<file path="src/design/thd_pkg.sv">
`timescale 1ns / 1ps
// Shared types and constants for the hysteresis thermostat display core.
// Depends on nothing; every other file of the block imports it.
package thd_pkg;

   // Operation codes of an input item
   localparam logic [1:0] OP_SAMPLE = 2'd0;
   localparam logic [1:0] OP_UP     = 2'd1;
   localparam logic [1:0] OP_DOWN   = 2'd2;

   // Display digit register addresses
   localparam logic [1:0] POS_HUNDREDS = 2'd1;
   localparam logic [1:0] POS_TENS     = 2'd2;
   localparam logic [1:0] POS_UNITS    = 2'd3;

   // Setpoint limits and reset values
   localparam logic signed [7:0] SP_MIN   = -8'sd55;
   localparam logic signed [7:0] SP_MAX   = 8'sd125;
   localparam logic signed [7:0] SP_RESET = 8'sd25;
   localparam logic [3:0]        HYST_RESET = 4'd1;

   // Input item
   typedef struct packed {
      logic [1:0]        op;
      logic signed [7:0] temperature;
   } req_type;

   // Result item
   typedef struct packed {
      logic [1:0] digit_position;
      logic [3:0] digit_value;
      logic       relay_drive;
      logic       last_of_run;
   } rsp_type;

   // Item as it waits between front and back: value to show and relay level
   typedef struct packed {
      logic [6:0] shown;
      logic       relay;
   } entry_type;

   // Queue status seen by front and back
   typedef struct packed {
      logic full;
      logic empty;
   } queue_status_type;

endpackage

</file>
<file path="src/design/hysteresis_thermostat_display_core.sv">
`timescale 1ns / 1ps
// On-off thermostat with hysteresis and three-digit display writes.
// Top level; depends on thd_pkg, thd_front, thd_queue and thd_back.
//
// Input channel (req_): push an item while full is low. An item is a
// temperature sample or a setpoint up or down press. The front updates
// setpoint, last temperature and relay level in the accepting cycle.
// Result channel (rsp_): each item yields three digit writes, hundreds,
// tens and units, with the relay level; the third carries last_of_run.
// A result is on rsp_data while rsp_empty is low and leaves on rsp_pop.
// An accepted item goes into the queue, then, when the back is free, into
// the back's digit registers, where its first digit write shows. The back
// hands out one digit per pop and loads the next item on the last pop.
// The queue of QUEUE_DEPTH items lets the input run ahead while results
// stall; when it fills, req_full rises until the back frees an entry.
// Configuration (csr_): one write of the 4-bit hysteresis, always ready.
// Reset: setpoint 25, last temperature 0, relay low, hysteresis 1,
// queue and output empty.
module hysteresis_thermostat_display_core
   import thd_pkg::*;
#(
   parameter int QUEUE_DEPTH = 4
) (
   input  logic       clock,
   input  logic       reset,
   input  logic       req_push,
   output logic       req_full,
   input  req_type    req_data,
   output logic       rsp_empty,
   input  logic       rsp_pop,
   output rsp_type    rsp_data,
   input  logic       csr_valid,
   output logic       csr_ready,
   input  logic [3:0] csr_wdata
);

   logic             accept;
   logic             qpop;
   entry_type        wr_entry, rd_entry;
   queue_status_type qstat;

   assign csr_ready = 1'b1;
   assign req_full  = qstat.full;
   assign accept    = req_push && !qstat.full;

   // Front: state update and classification
   thd_front u_front (
      .clock     (clock),
      .reset     (reset),
      .accept    (accept),
      .req       (req_data),
      .hyst_wr   (csr_valid && csr_ready),
      .hyst_data (csr_wdata),
      .entry     (wr_entry)
   );

   // Queue between front and back
   thd_queue #(
      .Depth (QUEUE_DEPTH)
   ) u_queue (
      .clock   (clock),
      .reset   (reset),
      .wr_en   (accept),
      .wr_data (wr_entry),
      .rd_en   (qpop),
      .rd_data (rd_entry),
      .status  (qstat)
   );

   // Back: digit split and serial output
   thd_back u_back (
      .clock (clock),
      .reset (reset),
      .entry (rd_entry),
      .qstat (qstat),
      .qpop  (qpop),
      .pop   (rsp_pop),
      .empty (rsp_empty),
      .rsp   (rsp_data)
   );

   // A shown digit write always addresses a real display position
   a_pos_valid: assert property (@(posedge clock) disable iff (reset)
      !rsp_empty |-> (rsp_data.digit_position != 2'd0))
      else $error("digit write with position zero");

   // Within an item, positions advance one by one with no gap
   a_pos_step: assert property (@(posedge clock) disable iff (reset)
      (!rsp_empty && rsp_pop && !rsp_data.last_of_run) |=>
      (!rsp_empty && rsp_data.digit_position ==
       $past(rsp_data.digit_position) + 2'd1))
      else $error("digit sequence broken inside an item");

   // Relay level stays the same over the writes of one item
   a_relay_hold: assert property (@(posedge clock) disable iff (reset)
      (!rsp_empty && rsp_pop && !rsp_data.last_of_run) |=>
      $stable(rsp_data.relay_drive))
      else $error("relay level changed inside an item");

endmodule

</file>
<file path="src/design/thd_queue.sv">
`timescale 1ns / 1ps
// Short item queue between the front and the back of the thermostat core.
// Depends on thd_pkg for the entry and status types.
module thd_queue
   import thd_pkg::*;
#(
   parameter int Depth = 4
) (
   input  logic             clock,
   input  logic             reset,
   input  logic             wr_en,
   input  entry_type        wr_data,
   input  logic             rd_en,
   output entry_type        rd_data,
   output queue_status_type status
);

   localparam int PtrW = (Depth > 1) ? $clog2(Depth) : 1;
   localparam int CntW = $clog2(Depth + 1);

   entry_type        entries_ff [Depth];
   logic [PtrW-1:0]  wr_ptr_ff, wr_ptr_in;
   logic [PtrW-1:0]  rd_ptr_ff, rd_ptr_in;
   logic [CntW-1:0]  count_ff, count_in;
   logic             do_wr, do_rd;

   assign status.full  = (count_ff == CntW'(Depth));
   assign status.empty = (count_ff == '0);
   assign do_wr        = wr_en && !status.full;
   assign do_rd        = rd_en && !status.empty;
   assign rd_data      = entries_ff[rd_ptr_ff];

   // Pointer and count update
   always_comb begin
      wr_ptr_in = wr_ptr_ff;
      rd_ptr_in = rd_ptr_ff;
      count_in  = count_ff;
      if (do_wr) begin
         wr_ptr_in = (wr_ptr_ff == PtrW'(Depth - 1)) ? '0 : wr_ptr_ff + 1'b1;
      end
      if (do_rd) begin
         rd_ptr_in = (rd_ptr_ff == PtrW'(Depth - 1)) ? '0 : rd_ptr_ff + 1'b1;
      end
      if (do_wr && !do_rd) begin
         count_in = count_ff + 1'b1;
      end else if (do_rd && !do_wr) begin
         count_in = count_ff - 1'b1;
      end
   end

   always_ff @(posedge clock) begin
      if (reset) begin
         wr_ptr_ff <= '0;
         rd_ptr_ff <= '0;
         count_ff  <= '0;
      end else begin
         wr_ptr_ff <= wr_ptr_in;
         rd_ptr_ff <= rd_ptr_in;
         count_ff  <= count_in;
      end
   end

   // Entry storage, no reset
   always_ff @(posedge clock) begin
      if (do_wr) begin
         entries_ff[wr_ptr_ff] <= wr_data;
      end
   end

endmodule

</file>
<file path="src/design/thd_front.sv">
`timescale 1ns / 1ps
// Front of the thermostat core: accepts items, updates setpoint, temperature
// and relay, and queues the value to show. Depends on thd_pkg.
module thd_front
   import thd_pkg::*;
(
   input  logic      clock,
   input  logic      reset,
   input  logic      accept,
   input  req_type   req,
   input  logic      hyst_wr,
   input  logic [3:0] hyst_data,
   output entry_type entry
);

   logic signed [7:0] setpoint_ff, setpoint_in;
   logic signed [7:0] last_temp_ff, last_temp_in;
   logic              relay_ff, relay_in;
   logic [3:0]        hyst_ff;
   logic signed [9:0] temp_w, sp_w, low_w;
   logic signed [7:0] shown_full;

   // Setpoint step with saturation, temperature capture
   always_comb begin
      setpoint_in  = setpoint_ff;
      last_temp_in = last_temp_ff;
      if (req.op == OP_SAMPLE) begin
         last_temp_in = req.temperature;
      end else if (req.op == OP_UP && setpoint_ff < SP_MAX) begin
         setpoint_in = setpoint_ff + 8'sd1;
      end else if (req.op == OP_DOWN && setpoint_ff > SP_MIN) begin
         setpoint_in = setpoint_ff - 8'sd1;
      end
   end

   // Hysteresis comparison on the updated state
   always_comb begin
      temp_w   = {{2{last_temp_in[7]}}, last_temp_in};
      sp_w     = {{2{setpoint_in[7]}}, setpoint_in};
      low_w    = sp_w - $signed({6'b0, hyst_ff});
      relay_in = relay_ff;
      if (temp_w >= sp_w) begin
         relay_in = 1'b0;
      end else if (temp_w <= low_w) begin
         relay_in = 1'b1;
      end
   end

   // Shown value clamps negatives to zero
   always_comb begin
      shown_full  = (req.op == OP_SAMPLE) ? last_temp_in : setpoint_in;
      entry.shown = shown_full[7] ? 7'd0 : shown_full[6:0];
      entry.relay = relay_in;
   end

   always_ff @(posedge clock) begin
      if (reset) begin
         setpoint_ff  <= SP_RESET;
         last_temp_ff <= 8'sd0;
         relay_ff     <= 1'b0;
         hyst_ff      <= HYST_RESET;
      end else begin
         if (accept) begin
            setpoint_ff  <= setpoint_in;
            last_temp_ff <= last_temp_in;
            relay_ff     <= relay_in;
         end
         if (hyst_wr) begin
            hyst_ff <= hyst_data;
         end
      end
   end

endmodule

</file>
<file path="src/design/thd_back.sv">
`timescale 1ns / 1ps
// Back of the thermostat core: splits a queued value into decimal digits and
// hands out three digit writes, one per pop. Depends on thd_pkg.
module thd_back
   import thd_pkg::*;
(
   input  logic             clock,
   input  logic             reset,
   input  entry_type        entry,
   input  queue_status_type qstat,
   output logic             qpop,
   input  logic             pop,
   output logic             empty,
   output rsp_type          rsp
);

   logic        busy_ff, busy_in;
   logic [1:0]  pos_ff, pos_in;
   logic [3:0]  hund_ff, tens_ff, units_ff;
   logic        relay_ff;
   logic        load, done;
   logic        hund_c;
   logic [6:0]  rem_c;
   logic [14:0] prod_c;
   logic [3:0]  tens_c;
   logic [6:0]  units_c;

   // Decimal split of 0..127: tens by multiply with 205/2048
   always_comb begin
      hund_c  = (entry.shown >= 7'd100);
      rem_c   = hund_c ? (entry.shown - 7'd100) : entry.shown;
      prod_c  = 15'(rem_c) * 15'd205;
      tens_c  = prod_c[14:11];
      units_c = rem_c - ({3'b0, tens_c} << 3) - ({3'b0, tens_c} << 1);
   end

   // Sequencing of the three digit writes
   assign done  = busy_ff && pop && (pos_ff == POS_UNITS);
   assign load  = (!busy_ff || done) && !qstat.empty;
   assign qpop  = load;
   assign empty = !busy_ff;

   always_comb begin
      busy_in = busy_ff;
      pos_in  = pos_ff;
      if (load) begin
         busy_in = 1'b1;
         pos_in  = POS_HUNDREDS;
      end else if (done) begin
         busy_in = 1'b0;
      end else if (busy_ff && pop) begin
         pos_in = pos_ff + 2'd1;
      end
   end

   // Result fields
   always_comb begin
      rsp.digit_position = pos_ff;
      rsp.relay_drive    = relay_ff;
      rsp.last_of_run    = (pos_ff == POS_UNITS);
      case (pos_ff)
         POS_HUNDREDS: rsp.digit_value = hund_ff;
         POS_TENS:     rsp.digit_value = tens_ff;
         default:      rsp.digit_value = units_ff;
      endcase
   end

   always_ff @(posedge clock) begin
      if (reset) begin
         busy_ff <= 1'b0;
         pos_ff  <= POS_HUNDREDS;
      end else begin
         busy_ff <= busy_in;
         pos_ff  <= pos_in;
      end
   end

   // Digit payload, no reset
   always_ff @(posedge clock) begin
      if (load) begin
         hund_ff  <= {3'b0, hund_c};
         tens_ff  <= tens_c;
         units_ff <= units_c[3:0];
         relay_ff <= entry.relay;
      end
   end

endmodule

</file>
<file path="config.mk">
export PLATFORM = sky130hd
export DESIGN_NAME = hysteresis_thermostat_display_core
export DESIGN_NICKNAME = d
export VERILOG_FILES = /design/src/design/thd_pkg.sv /design/src/design/hysteresis_thermostat_display_core.sv /design/src/design/thd_queue.sv /design/src/design/thd_front.sv /design/src/design/thd_back.sv
export SDC_FILE = /design/constraint.sdc
export NUM_CORES = 1
export LEC_CHECK = 0
export BUFFER_PORTS_ARGS = -buffer_cell sky130_fd_sc_hd__buf_2
export CORE_ASPECT_RATIO = 2
export CORE_MARGIN = 2
export CORE_UTILIZATION = 56
export CTS_BUF_LIST = sky130_fd_sc_hd__clkbuf_8 sky130_fd_sc_hd__clkbuf_16
export CTS_CLUSTER_DIAMETER = 200
export CTS_CLUSTER_SIZE = 20
export DETAILED_ROUTE_END_ITERATION = 10
export PLACE_DENSITY = 0.77
export SLEW_MARGIN = 20
export SYNTH_ARGS = -nofsm -noshare
export SYNTH_HDL_FRONTEND = slang
export SYNTH_SLANG_ARGS = --single-unit
</file>
<file path="constraint.sdc">
create_clock -name clock -period 5.8 [get_ports clock]
set_input_delay 0.87 -clock clock [delete_from_list [all_inputs] [get_ports clock]]
set_output_delay 0.87 -clock clock [all_outputs]
set_load 0.02 [all_outputs]
</file>
==> flow_metrics.tcl <==
set metrics [dict create \
    dp_slack_ps -73.62 \
    port_buffers 28 \
    cts.sinks 75 \
    htree_levels 3 \
    fin_area_mm2 0.005682 \
    gp_routability_congestion 0.9370 \
    syn_inst 514 \
    met2_length_mm 6.595 \
    syn_nets 611 \
    drt_drc_violations_left 0 \
    whs_ps 455.3 \
    nFillCells 723 \
    synth_common_cells "68 x ha_1, 64 x nand2_1, 53 x inv_1" \
    wl_mm 11.12 \
    drv_cap 0 \
    cts_hold_buf 0 \
    hold_path_class "register to register" \
    synth_cell_types 57 \
    track_usage_pct 23.84 \
    synth_xor_area_share_pct 4.934 \
    criticalPathCategory "register to register" \
    clock_skew_ps 7.293 \
    synth-simple-area-share_pct 13.60 \
    setup_viol 0 \
    cts-buffers-inserted 9 \
    fin_nets 644 \
    die_height_um 138.9 \
    met3_wirelength_um 298 \
    syn_area_mm2 0.005097 \
    start_util_pct 56.95 \
    arrival_ps 5670 \
    ff_latch_area_mm2 0.001927 \
    grt_pass1_vias 4031 \
    synth_top_family_by_area "adder cells" \
    antenna_found_initial 0 \
    finalCriticalPeriod_ps 5585 \
    overflow 0 \
    synth_compound_area_share_pct 12.49 \
    min_to "u_front.last_temp_ff[3]" \
    grt_max_degree 32 \
    postRouteAntennaNets 0 \
    clk_latency_ps 340 \
    cts_tree "done" \
    required_ps 5890 \
    grt_pass1_wl_mm 18.27 \
    dp_hpwl_mm 8.842 \
    fmax_mhz 179.1 \
    layout-drive-gt1-share_pct 14.13 \
    coreArea_mm2 0.008951 \
    synth-main-ff-cell "edfxtp_1" \
    viasPerCell 5.835 \
    path_max_fanout 7 \
    worst_r2r_endpoint "u_back.units_ff[3]" \
    tightest_slew_ps 838.9 \
    synth.most_common_cell "ha_1" \
    yosys.area_share.adder_pct 20.62 \
    yosys-mux-area-fraction_pct 4.958 \
    die_area_mm2 0.009928 \
    synth_top_area_cell "edfxtp_1" \
    drt-wirelength-per-cell_um 17.00 \
    ys_seq_area_share_pct 37.70 \
    whs_path_depth 2 \
    io_pins 30 \
    ctsLongestPathBuffers 2 \
    yosys_warnings 0 \
    route.vias.total 3816 \
    reg2regPathDepth 26 \
    wl_met1_mm 3.554 \
    drtPass1Iterations 4 \
    fp-row-count 49 \
    synth_top_area_share_pct 24.74 \
    critPathLaunchType "register" \
    synth.avg_cell_area_um2 9.917 \
    die_w_um 71.46 \
    multi_input_area_mm2 0.002912 \
    min_period_over_period_pct 96.29 \
    hold_start "u_front.last_temp_ff[3]" \
    synthToLayoutAreaGrowth_pct 11.46 \
    cts-root-buf "clkbuf_16" \
    drv_slew 0 \
    clkTransAtPathRegs_ps 60 \
    fin_ws_ps 215.3 \
    ys_top_cells_by_area "edfxtp_1 25%, ha_1 17%, dfxtp_1 13%" \
    synth-edff-count 42 \
    ys_ff_latch 75 \
    place_area_mm2 0.005360 \
    max-slew-margin-rel_pct 43.67 \
    top_layer_used "met4" \
    diodes 0 \
    rrSetupSlack_ps 220 \
    async_flop_share_pct 0 \
    end_kind "register" \
    drt_iter0_markers 165 \
    status "complete, no violations" \
    hold_viol 0 \
]
cell type report:
| class | instances | area share (%) |
|---|---|---|
| repair buffers | 41 | 4.184 |
| flip-flops and latches | 75 | 33.91 |
| clock inverters | 6 | 0.7047 |
| multi-input cells | 367 | 51.24 |
| well taps | 102 | 2.246 |
| clock buffers | 10 | 4.206 |
| inverters | 53 | 3.501 |
timing repair:
action	4_1_cts	5_1_grt
resized for setup	1	8
cloned	0	0
setup buffers	0	2
endpoints found under the setup margin	1	3
layout by cell type (no fill, tap or decap), types with 2 or more instances in the layout:
cell type   n
ha_1       68
nand2_1    64
inv_1      54
edfxtp_1   42
a21oi_1    37
dfxtp_1    31
buf_2      28
nor2_1     27
o21ai_0    17
xnor2_1    15
buf_4      13
a21o_1     10
fa_1       10
clkbuf_16   9
nor3_1      8
xor2_1      8
o21a_1      8
nand2b_1    6
nand4_1     6
nand3_1     6
or3_1       6
mux2i_1     5
and2_1      5
mux4_1      5
o21bai_1    3
a211oi_1    3
nor2b_1     3
o31ai_1     3
mux4_2      3
and3_1      3
xnor2_2     3
or2_2       2
o211ai_1    2
a22oi_1     2
a31oi_1     2
nor4_1      2
a21o_2      2
o21a_2      2
cells by family after synthesis:
| logic type | count (synthesis) |
|---|---|
| flops | 75 |
| fa+ha+maj | 78 |
| simple gates | 147 |
| other cells | 1 |
| xor+xnor | 27 |
| buf+inv | 72 |
| mux | 13 |
| compound gates | 101 |
worst max-delay path by stage:
stage	startpoint	to	cells after the start
3_3_place_gp	register	u_back.units_ff[3]	26
3_5_place_dp	register	u_back.units_ff[3]	26
2_1_floorplan	register	u_back.units_ff[3]	27
4_1_cts	register	u_back.units_ff[3]	26
6_report	register	u_back.units_ff[3]	26
5_1_grt	register	u_back.units_ff[3]	26
metal layers:
metal  GRT usage [%]  vias up
met5               0        -
met4           16.39        0
met3           3.488       42
met2           46.15      104
met1           21.07     1810
li1                -     1860
worst max-delay path, cell delays in order, from the launching register on:
cell and delay [ps]:
dfxtp_4 410, mux4_2 540, inv_1 110, ha_1 150
nand3_1 80, a21o_1 220, inv_1 90, nand2_1 90
xor2_2 200, inv_1 90, ha_1 310, ha_1 300
fa_1 520, inv_1 60, fa_1 370, inv_1 60
ha_1 240, and4_1 180, nand2_1 70, o211ai_1 80
a21o_2 230, nor3_1 240, nor2_2 70, ha_1 210
xnor2_2 160, xnor2_2 140, xnor2_1 120
per-stage QoR:
stage	utilization, %	cells	setup TNS (ps)
floorplan	-	514	0
CTS	63.01	652	0
global placement	59.88	636	0
global route	63.48	654	-36.74
detailed placement	59.88	636	-73.62
finish	63.48	654	0
state kept, by name, indices dropped and copies added (netlist names), 3 cells and up, named ones only:
| signal | flops |
|---|---|
| u_front.last_temp_ff | 8 |
| u_front.hyst_ff | 4 |
| u_front.setpoint_ff | 8 |
| u_queue.count_ff | 3 |
| u_back.tens_ff | 4 |
| u_back.units_ff | 4 |
| u_queue.entries_ff | 32 |
Power is not shown: default switching activity piles up to over one toggle a cycle in this logic, so the estimate is an artifact.
